--- config.mk ---
export PLATFORM = sky130hd
export DESIGN_NAME = int_times_pow2_to_float32_core
export DESIGN_NICKNAME = d
export VERILOG_FILES = /design/src/hw/rtl/i2f_pkg.sv /design/src/hw/rtl/i2f_front.sv /design/src/hw/rtl/i2f_round.sv /design/src/hw/rtl/i2f_pack.sv /design/src/hw/rtl/int_times_pow2_to_float32_core.sv
export SDC_FILE = /design/constraint.sdc
export NUM_CORES = 1
export LEC_CHECK = 0
export BUFFER_PORTS_ARGS = -buffer_cell sky130_fd_sc_hd__buf_2
export CAP_MARGIN = 20
export CORE_ASPECT_RATIO = 0.6
export CORE_MARGIN = 2
export CORE_UTILIZATION = 62
export CTS_CLUSTER_SIZE = 24
export DETAILED_ROUTE_END_ITERATION = 16
export PLACE_DENSITY = 0.9
export SETUP_SLACK_MARGIN = 0.1
export SYNTH_ARGS = -nofsm -noshare
export SYNTH_HDL_FRONTEND = slang
export SYNTH_HIERARCHICAL = 1
export SYNTH_SLANG_ARGS = --single-unit
--- constraint.sdc ---
create_clock -name clk -period 5.05 [get_ports clk]
set_input_delay 0 -clock clk [delete_from_list [all_inputs] [get_ports clk]]
set_output_delay 0 -clock clk [all_outputs]
set_load 0.01 [all_outputs]
--- src/hw/rtl/i2f_pkg.sv ---
// ============================================================================
// i2f_pkg: shared types and constants of the int-times-pow2 to float32 core
// Holds the stage payload types passed between modules, the IEEE-754 single
// precision field constants and the leading-zero count function.
// ============================================================================
`default_nettype none

package i2f_pkg;

    localparam int FRAC_BITS = 23;
    localparam int EXP_BIAS  = 127;

    localparam logic [31:0] EXP_MASK  = 32'h7f80_0000;
    localparam logic [31:0] FRAC_MASK = 32'h007f_ffff;
    localparam logic [31:0] SIGN_MASK = 32'h8000_0000;

    // Right shift that keeps a normal significand: 32-bit word down to 24 bits.
    localparam int NORM_SHIFT = 31 - FRAC_BITS;
    // Any larger right shift leaves nothing but rounding towards zero.
    localparam int MAX_SHIFT  = 33;

    // Leading-zero stage output
    typedef struct packed {
        logic              sign;
        logic              zero;
        logic signed [9:0] exp;
        logic [31:0]       mag;
        logic [4:0]        lz;
    } i2f_lead_t;

    // Rounding stage output
    typedef struct packed {
        logic        sign;
        logic        zero;
        logic [9:0]  bexp;   // biased exponent minus one, zero for subnormals
        logic [23:0] quo;    // truncated significand including the hidden bit
        logic        inc;    // round-to-nearest-even increment
    } i2f_rnd_t;

    // Leading-zero count as a five-step binary search
    function automatic logic [4:0] clz32(input logic [31:0] x);
        logic [31:0] v;
        logic [4:0]  n;
        v = x;
        n = '0;
        if (v[31:16] == 16'h0)
        begin
            n[4] = 1'b1;
            v    = {v[15:0], 16'h0};
        end
        if (v[31:24] == 8'h0)
        begin
            n[3] = 1'b1;
            v    = {v[23:0], 8'h0};
        end
        if (v[31:28] == 4'h0)
        begin
            n[2] = 1'b1;
            v    = {v[27:0], 4'h0};
        end
        if (v[31:30] == 2'h0)
        begin
            n[1] = 1'b1;
            v    = {v[29:0], 2'h0};
        end
        if (v[31] == 1'b0)
        begin
            n[0] = 1'b1;
        end
        return n;
    endfunction

endpackage

`default_nettype wire

--- src/hw/rtl/i2f_front.sv ---
// ============================================================================
// i2f_front: magnitude and leading-zero stages
// Stage one splits the integer into sign and magnitude; stage two counts the
// leading zeros of the magnitude.
// ============================================================================
`default_nettype none

module i2f_front
(
    input  wire logic                  clk,
    input  wire logic                  rst_n,
    input  wire logic                  in_valid,
    output logic                       in_ready,
    input  wire logic [31:0]           int_value,
    input  wire logic [9:0]            pow2_exponent,
    output logic                       lead_valid,
    input  wire logic                  lead_ready,
    output i2f_pkg::i2f_lead_t         lead
);

    logic              vld1_reg;
    logic              sign1_reg, sign1_next;
    logic              zero1_reg, zero1_next;
    logic signed [9:0] exp1_reg, exp1_next;
    logic [31:0]       mag1_reg, mag1_next;
    logic              vld2_reg;
    i2f_pkg::i2f_lead_t lead_reg, lead_next;
    logic              adv1;
    logic              adv2;

    // Advance a stage when it is empty or its item moves on
    assign adv2     = !vld2_reg || lead_ready;
    assign adv1     = !vld1_reg || adv2;
    assign in_ready = adv1;

    always_comb
    begin
        sign1_next = int_value[31];
        zero1_next = (int_value == 32'h0);
        exp1_next  = $signed(pow2_exponent);
        mag1_next  = int_value[31] ? (~int_value + 32'd1) : int_value;
    end

    always_comb
    begin
        lead_next.sign = sign1_reg;
        lead_next.zero = zero1_reg;
        lead_next.exp  = exp1_reg;
        lead_next.mag  = mag1_reg;
        lead_next.lz   = i2f_pkg::clz32(mag1_reg);
    end

    always_ff @(posedge clk or negedge rst_n)
    begin
        if (!rst_n)
        begin
            vld1_reg <= 1'b0;
            vld2_reg <= 1'b0;
        end
        else
        begin
            if (adv1)
            begin
                vld1_reg <= in_valid;
            end
            if (adv2)
            begin
                vld2_reg <= vld1_reg;
            end
        end
    end

    always_ff @(posedge clk)
    begin
        if (adv1 && in_valid)
        begin
            sign1_reg <= sign1_next;
            zero1_reg <= zero1_next;
            exp1_reg  <= exp1_next;
            mag1_reg  <= mag1_next;
        end
        if (adv2 && vld1_reg)
        begin
            lead_reg <= lead_next;
        end
    end

    assign lead_valid = vld2_reg;
    assign lead       = lead_reg;

endmodule

`default_nettype wire

--- src/hw/rtl/i2f_round.sv ---
// ============================================================================
// i2f_round: normalise and round stages
// Stage three normalises the magnitude and works out the exponent and the
// right shift; stage four shifts and derives the round-to-nearest-even step.
// ============================================================================
`default_nettype none

module i2f_round
(
    input  wire logic                  clk,
    input  wire logic                  rst_n,
    input  wire logic                  lead_valid,
    output logic                       lead_ready,
    input  wire i2f_pkg::i2f_lead_t    lead,
    output logic                       rnd_valid,
    input  wire logic                  rnd_ready,
    output i2f_pkg::i2f_rnd_t          rnd
);

    typedef struct packed {
        logic        sign;
        logic        zero;
        logic [31:0] norm;
        logic [9:0]  bexp;
        logic [5:0]  sh;
    } norm_t;

    localparam logic signed [10:0] TOP_EXP = 11'(31 + i2f_pkg::EXP_BIAS);

    logic              vld3_reg;
    norm_t             norm_reg, norm_next;
    logic              vld4_reg;
    i2f_pkg::i2f_rnd_t rnd_reg, rnd_next;
    logic              adv3;
    logic              adv4;
    logic signed [10:0] be;
    logic [64:0]       ext;
    logic              rbit;
    logic              sticky;

    assign adv4       = !vld4_reg || rnd_ready;
    assign adv3       = !vld3_reg || adv4;
    assign lead_ready = adv3;

    // Biased exponent of the value with its leading one at bit 31
    always_comb
    begin
        be = TOP_EXP - $signed({6'b0, lead.lz}) + $signed({lead.exp[9], lead.exp});
        norm_next.sign = lead.sign;
        norm_next.zero = lead.zero;
        norm_next.norm = lead.mag << lead.lz;
        norm_next.bexp = (be > 11'sd0) ? (be[9:0] - 10'd1) : 10'd0;
        priority if (be > 11'sd0)
        begin
            norm_next.sh = 6'(i2f_pkg::NORM_SHIFT);
        end
        else if (be < 11'(i2f_pkg::NORM_SHIFT + 1 - i2f_pkg::MAX_SHIFT))
        begin
            norm_next.sh = 6'(i2f_pkg::MAX_SHIFT);
        end
        else
        begin
            norm_next.sh = 6'(11'(i2f_pkg::NORM_SHIFT + 1) - be);
        end
    end

    // Keep every shifted-out bit below the significand for guard and sticky
    always_comb
    begin
        ext    = {norm_reg.norm, 33'h0} >> norm_reg.sh;
        rbit   = ext[32];
        sticky = |ext[31:0];
        rnd_next.sign = norm_reg.sign;
        rnd_next.zero = norm_reg.zero;
        rnd_next.bexp = norm_reg.bexp;
        rnd_next.quo  = ext[56:33];
        rnd_next.inc  = rbit && (sticky || ext[33]);
    end

    always_ff @(posedge clk or negedge rst_n)
    begin
        if (!rst_n)
        begin
            vld3_reg <= 1'b0;
            vld4_reg <= 1'b0;
        end
        else
        begin
            if (adv3)
            begin
                vld3_reg <= lead_valid;
            end
            if (adv4)
            begin
                vld4_reg <= vld3_reg;
            end
        end
    end

    always_ff @(posedge clk)
    begin
        if (adv3 && lead_valid)
        begin
            norm_reg <= norm_next;
        end
        if (adv4 && vld3_reg)
        begin
            rnd_reg <= rnd_next;
        end
    end

    assign rnd_valid = vld4_reg;
    assign rnd       = rnd_reg;

endmodule

`default_nettype wire

--- src/hw/rtl/i2f_pack.sv ---
// ============================================================================
// i2f_pack: rounding add and result packing
// Adds the rounding step to exponent and significand in one sum, saturates
// overflow to infinity and holds the result in the output register.
// ============================================================================
`default_nettype none

module i2f_pack
(
    input  wire logic                  clk,
    input  wire logic                  rst_n,
    input  wire logic                  rnd_valid,
    output logic                       rnd_ready,
    input  wire i2f_pkg::i2f_rnd_t     rnd,
    output logic                       out_valid,
    input  wire logic                  out_ready,
    output logic [31:0]                float_bits
);

    localparam logic [33:0] INF_LIMIT = {2'b00, i2f_pkg::EXP_MASK};

    logic        vld5_reg;
    logic [31:0] bits_reg, bits_next;
    logic        adv5;
    logic [33:0] sum;

    assign adv5      = !vld5_reg || out_ready;
    assign rnd_ready = adv5;

    // A carry out of the significand ripples into the exponent field
    always_comb
    begin
        sum = {1'b0, rnd.bexp, 23'h0} + {10'h0, rnd.quo} + {33'h0, rnd.inc};
        priority if (rnd.zero)
        begin
            bits_next = 32'h0;
        end
        else if (sum >= INF_LIMIT)
        begin
            bits_next = {rnd.sign, i2f_pkg::EXP_MASK[30:0]};
        end
        else
        begin
            bits_next = {rnd.sign, sum[30:0]};
        end
    end

    always_ff @(posedge clk or negedge rst_n)
    begin
        if (!rst_n)
        begin
            vld5_reg <= 1'b0;
        end
        else if (adv5)
        begin
            vld5_reg <= rnd_valid;
        end
    end

    always_ff @(posedge clk)
    begin
        if (adv5 && rnd_valid)
        begin
            bits_reg <= bits_next;
        end
    end

    assign out_valid  = vld5_reg;
    assign float_bits = bits_reg;

endmodule

`default_nettype wire

--- src/hw/rtl/int_times_pow2_to_float32_core.sv ---
// ============================================================================
// int_times_pow2_to_float32_core: signed integer times 2^n to IEEE-754 single
// Five-stage pipeline converting int_value * 2^pow2_exponent to a float32
// bit pattern, rounded to nearest even, with overflow saturating to infinity.
// ============================================================================
// Throughput is one item per clock while the output is not stalled. Each item
// passes through the five register stages (magnitude, leading-zero count,
// normalise, rounding shift, rounding add and pack) from accept to output.
// Each stage carries its own valid bit and advances whenever it is
// empty or its item moves on, so bubbles close up and a stall on the output
// holds every item in place without loss or repetition. Zero converts to +0
// whatever the exponent; the most negative integer is handled exactly; values
// below half the smallest subnormal round to a zero carrying the integer's
// sign; results too large for the format become signed infinity. No NaN is
// ever produced. The core has no configuration and no state beyond the
// pipeline registers.
`default_nettype none

module int_times_pow2_to_float32_core
(
    input  wire logic        clk,
    input  wire logic        rst_n,
    input  wire logic        s_axis_tvalid,
    output logic             s_axis_tready,
    input  wire logic [47:0] s_axis_tdata,   // [31:0] int_value, [41:32] pow2_exponent
    output logic             m_axis_tvalid,
    input  wire logic        m_axis_tready,
    output logic [31:0]      m_axis_tdata    // [31:0] float_bits
);

    logic               lead_valid;
    logic               lead_ready;
    i2f_pkg::i2f_lead_t lead;
    logic               rnd_valid;
    logic               rnd_ready;
    i2f_pkg::i2f_rnd_t  rnd;

    // Sign/magnitude split and leading-zero count
    i2f_front u_front
    (
        .clk           (clk),
        .rst_n         (rst_n),
        .in_valid      (s_axis_tvalid),
        .in_ready      (s_axis_tready),
        .int_value     (s_axis_tdata[31:0]),
        .pow2_exponent (s_axis_tdata[41:32]),
        .lead_valid    (lead_valid),
        .lead_ready    (lead_ready),
        .lead          (lead)
    );

    // Normalise, pick the shift for normal or subnormal results, round
    i2f_round u_round
    (
        .clk        (clk),
        .rst_n      (rst_n),
        .lead_valid (lead_valid),
        .lead_ready (lead_ready),
        .lead       (lead),
        .rnd_valid  (rnd_valid),
        .rnd_ready  (rnd_ready),
        .rnd        (rnd)
    );

    // Apply the rounding step, saturate and hold the result item
    i2f_pack u_pack
    (
        .clk        (clk),
        .rst_n      (rst_n),
        .rnd_valid  (rnd_valid),
        .rnd_ready  (rnd_ready),
        .rnd        (rnd),
        .out_valid  (m_axis_tvalid),
        .out_ready  (m_axis_tready),
        .float_bits (m_axis_tdata)
    );

endmodule

`default_nettype wire

== Yosys cells after proc, flatten, opt, wreduce, memory -nomap -nowiden ==
Index checks and enable logic that the tools add are counted.
Cells by class
  add/subtract/negate cells: 7
  order comparisons: 3
  shift-type cells: 2
  multiplexer cells: 12
  bitwise gates (word level): 1
  reduce and logical (&&, ||, !) cells: 25
Operators by type and width (number)
  $mux W32: 4
  $shr A65 B6 Y57: 1
  $mux W31: 2
  $add A33 B24 Y34: 1
  $add A34 B1 Y34: 1
  $ge A34 B31 Y1 const B: 1
  $add A32 B1 Y32 const B: 1
  $logic_not A32 Y1: 1
  $not A32 Y32: 1
  $reduce_or A32 Y1: 1
  $shl A32 B5 Y32: 1
  $logic_not A16 Y1: 1
  $add A9 B10 Y11: 1
  $gt A11 B1 Y1 const B: 1
  $lt A11 B6 Y1 const B: 1
  $sub A10 B1 Y10 const B: 1
  $sub A8 B5 Y9 const A: 1
  $logic_not A8 Y1: 1
  $logic_and A1 B1 Y1: 6
  $logic_or A1 B1 Y1: 6
  $mux W6: 1
  $sub A5 B6 Y6 const A: 1
  $logic_not A1 Y1: 5
  $mux W1: 5
  other kinds (3): 4
Word-level totals
  flip-flop bits (word level): 217
  input port bits: 52
  output and inout bits: 34
  word-level logic and storage cells: 78

== Longest topological paths before layout ==
  depth in word-level cells: 9
  mapped depth: 15
  mapped depth without buffers: 11

== Hierarchy ==
Netlist, hierarchy kept.
By module, submodules not included
  i2f_round: times used 1, cells an instance 720, area an instance 7257.0 µm², sequential area each 2662.6 µm²
  i2f_front: times used 1, cells an instance 239, area an instance 3912.5 µm², sequential area each 2842.7 µm²
  i2f_pack: times used 1, cells an instance 177, area an instance 2215.9 µm², sequential area each 985.9 µm²

== Worst setup path after synthesis ==
Ideal clock, no wire load.
  kind: register to register
  from: register u_front.lead_reg, in the netlist u_front/lead[1]
  to: register u_round/norm_reg[3] in the netlist's numbering (data pin)
  setup time: 0.274 ns
  arrival: 3.635 ns
  required time: 4.776 ns
  setup slack: 1.141 ns
  stages on the path, launching flop included: 15
  buffers on the path: 4
  period minus slack after synthesis: 3.909 ns
  cell sequence: edfxtp_1 > clkbuf_1 > buf_1 > clkbuf_1 > nand3_1 > xnor2_1 > ha_1 > inv_1 > o21bai_2 > xor2_1 > or2_4 > or4_4 > o41ai_4 > buf_4 > o21ai_0
On the way
  longest elaborated chain between the ends: 4
  elaborated cells on any way between the ends: 6
  classes of those cells: add/sub: 3; order compare: 2; mux: 1
Ends and longest elaborated chain
  start: declaration: line i2f_front.sv:27  | i2f_pkg::i2f_lead_t lead_reg, lead_next;
  start signal: assignment: line i2f_front.sv:84  | lead_reg <= lead_next;
  $sub A8 B5 Y9 (*): line i2f_round.sv:48  | be = TOP_EXP - $signed({6'b0, lead.lz}) + $signed({lead.exp[9], lead.exp});
  $add A9 B10 Y11 (*): line i2f_round.sv:48
  $lt A11 B6 Y1 / $sub A5 B6 Y6 (equally long branches): line i2f_round.sv:57, i2f_round.sv:63
  $mux W6: line i2f_round.sv:57  | else if (be < 11'(i2f_pkg::NORM_SHIFT + 1 - i2f_pkg::MAX_SHIFT))
  end signal: assignment: line i2f_round.sv:104  | norm_reg <= norm_next;
  end: declaration: line i2f_round.sv:31  | norm_t norm_reg, norm_next;
Mark *: on every way between the ends. The rest lies on a longest branch, timed or not.
A chain may end at the register's enable or synchronous reset.

== Worst setup path in the final report ==
  from: register u_front.lead_reg, in the netlist u_front/lead[3]
  to: register u_round/norm_reg[3] in the netlist's numbering (data pin)
The elaborated chain is that of the path after synthesis.

==> impl_results.md <==
* Top-count cell post-synth: edfxtp_1
* Antenna Violating Nets Remaining at 0
* Count of fill cells added during filler insertion at 1333
* Max Clk Rate at 242 MHz
* Detailed-route vias per instance at 6.83
* Starting Density at 63.5%
* Routed vias at 10500
* Number of flops mapped to enable cells by yosys at 212
* Worst Setup End Kind: register
* Critical Setup Path Class: register to register
* Hold bufs inserted after CTS at 57
* Launching element type of the critical path: register
* Number of buffers added by the clock tree synthesis step at 21
* Final-report hold violation count at 0
* Total number of yosys warnings at 6
* Initial antenna violation count at 0
* Total power divided by cell area at 443 mW/mm2
* Port bufs at 79
* Count of unresolved DRC violations after routing at 0
* Overall die area at 0.0228 mm2
* Flop and latch count out of synthesis at 217
* Async SR Flop Fraction at 2.30%
* Global-route wire length before repair at 55300 um
* DR pass1 iterations at 8
* Number of cells upsized or downsized after cts at 0
* RSZ-0062 raised after global routing: no
* Number of levels in the clock H-tree at 1
* List of most frequent post-synthesis cells: edfxtp_1 (212), nor2_1 (100), nand2_1 (97)
* Max Cap Viol at 0
* Max-Slew Margin vs Limit at 31.0%
* Setup_tns at 0 ps
* Fraction of final layout cells sized beyond drive strength 1 at 20.0%
* Share of Yosys cell area claimed by the top area cell type at 47.6%
* GR Overflow Total at 0
* Synthesized area divided by synthesized cell count at 11.8 um2
* DRT iter0 DRCs at 1711
* Commonest register cell after synthesis: edfxtp_1
* Number of max-slew violations in the final report at 0
* Root Buffer: clkbuf_16
* Number of different library cells in the post-synthesis netlist at 97
* Synth Cell Area at 0.0134 mm2
* Ratio of final minimum period to clock period at 82.0%
* Gate Count Post-Synth at 1136
* Vias in the first global route at 9922
* Static power due to leakage at 0.00552 uW
* Final RePlAce weighted congestion at 1.01
* Data arrival time of the critical path at 4360 ps
* Final net count at 1317
* Total routed wirelength at 36200 um
* Net count after synthesis at 1204
* Number of flip-flops in the largest register at 50
* Overall Global Routing Usage at 30.7%
* Number of antenna repair diodes at 0
* Peak supply drop at 0.328 mV
* Slew at the pin closest to its max-slew limit at 1040 ps
* Top-level port count at 86
* Clock tree from TritonCTS: built
* Crit path max fanout at 24
* Reg clk slew, reported paths at 80 ps
* Run status: complete, no violations
* Largest net degree at the start of global routing at 51
* Biggest area contributors in the synthesized netlist: edfxtp_1 (48%), mux2i_1 (4.8%), mux4_2 (4.5%), xnor2_1 (3.5%), nor2_1 (2.8%)
* Slack of the critical path at 911 ps
* Post-CTS Setup Repair Bufs at 0
* Overall die height at 118 um
* Post-detailed-route wirelength per cell at 23.4 um
* Minimum clock period after layout at 4140 ps
* Setup violations, final at 0
* Hold crit path type: input port to register
* Source-to-sink clock delay at the later pin of the worst-skew pair at 520 ps
* Width of the die at 194 um
* Number of sinks driven by the clock tree at 217
* Worst clock skew at 21.4 ps
* Cell type with the highest aggregate area in the netlist: edfxtp_1
* Seq/Total Area, Yosys at 48.5%
* DPL Wire Length at 23300 um
* Area growth, synth to finish at 13.9%
* Number of rows in the core area at 41
* Area of the core at 0.0211 mm2
* Worst Path Required at 5270 ps
* Worst setup slack after placement at 1050 ps
* Clock Path Buffers at 3
==> area by class of cell <==
| class | count | area (um2) | share of cell area [%] |
|---|---|---|---|
| sequential | 217 | 6490 | 42.6 |
| multi-input combinational | 825 | 6440 | 42.2 |
| timing repair buffer | 158 | 1170 | 7.67 |
| clock buffer | 26 | 554 | 3.64 |
| tap | 279 | 349 | 2.29 |
| clock inverter | 12 | 144 | 0.944 |
| inverter | 26 | 97.6 | 0.640 |
==> report_power, final <==
group          switching, uW  leakage (uW)  internal (uW)
Combinational           1430       0.00303            942
Clock                    708      0.000335            939
Sequential               315       0.00215           2410
==> per-stage QoR <==
step                      cell area [um2]  power [uW]  hold slack, ps  cells  util [%]
after floorplan                     13400        4320            -296   1136         -
after global placement              13900        4860            -184   1446      66.1
after detailed placement            13900        4940            -182   1446      66.1
after CTS                           15200        6600            44.5   1541      72.1
after global routing                15200        7000            65.2   1543      72.3
final                               15200        6750            62.1   1543      72.3
==> path summary, 6_finish.rpt <==
path                                      from                   to  slack, ps  cells past startpoint
max reg2reg                    u_front/lead[3]  u_round/norm_reg[3]        910                     11
min in group asynchronous                rst_n   u_front/lead_valid        420                      3
min                           s_axis_tdata[31]    u_front/sign1_reg         60                      1
min reg2reg                u_front/exp1_reg[8]     u_front/lead[45]        420                      0
max in group asynchronous                rst_n     u_round/vld3_reg       4440                      3
max                            u_front/lead[3]  u_round/norm_reg[3]        910                     11
==> per-layer routing <==
metal | share of wire [%] | routed length (um) | vias up | GRT usage, %
met4 | 2.9 | 1040 | 0 | 7.11
met1 | 40 | 14400 | 4986 | 45.4
met3 | 14 | 5070 | 115 | 8.71
li1 | - | - | 4618 | -
met5 | 0 | 0 | - | 0
met2 | 43 | 15600 | 814 | 45.1
==> critical path, cell delays in order, from the launching register on <==
cell      delay [ps]
edfxtp_1         850
inv_1            190
xnor2_1          270
ha_1             310
inv_1            140
o21bai_2         120
a21o_1           210
a21oi_2          150
xnor2_1          140
or4_4            590
o41ai_4          700
o21ai_0          190
==> layout by cell type (no fill, tap or decap), types with 9 or more instances in the layout <==
cell type and count:
dlygate4sd3_1 57, ha_1 15, nor3_1 13, edfxtp_1 212
nor2b_1 11, or4_1 13, mux4_2 27, nand4_1 9
nand2_1 97, o21ai_0 49, mux2_2 21, a31oi_1 9
mux2i_1 64, a31o_2 9, or3_1 10, inv_1 22
o31ai_1 12, xor2_1 17, buf_2 79, xnor2_1 53
clkbuf_16 21, buf_4 19, nand2b_1 16, mux4_1 10
a21oi_1 53, nor2_1 99, a211oi_1 17, o22ai_1 10
nor4_2 21, nand3_1 25
==> cells by family after synthesis <==
logic type	Yosys count	share of synthesized area, %
buffers and inverters	94	3.45
flip-flops	217	48.5
AND/OR/NAND/NOR	383	16.2
multiplexers	122	13.1
AO/OA/AOI/OAI	232	12.4
XOR/XNOR	72	4.82
adder cells (fa/ha/maj)	16	1.55
Note: power is estimated with default switching activity, not from simulation.
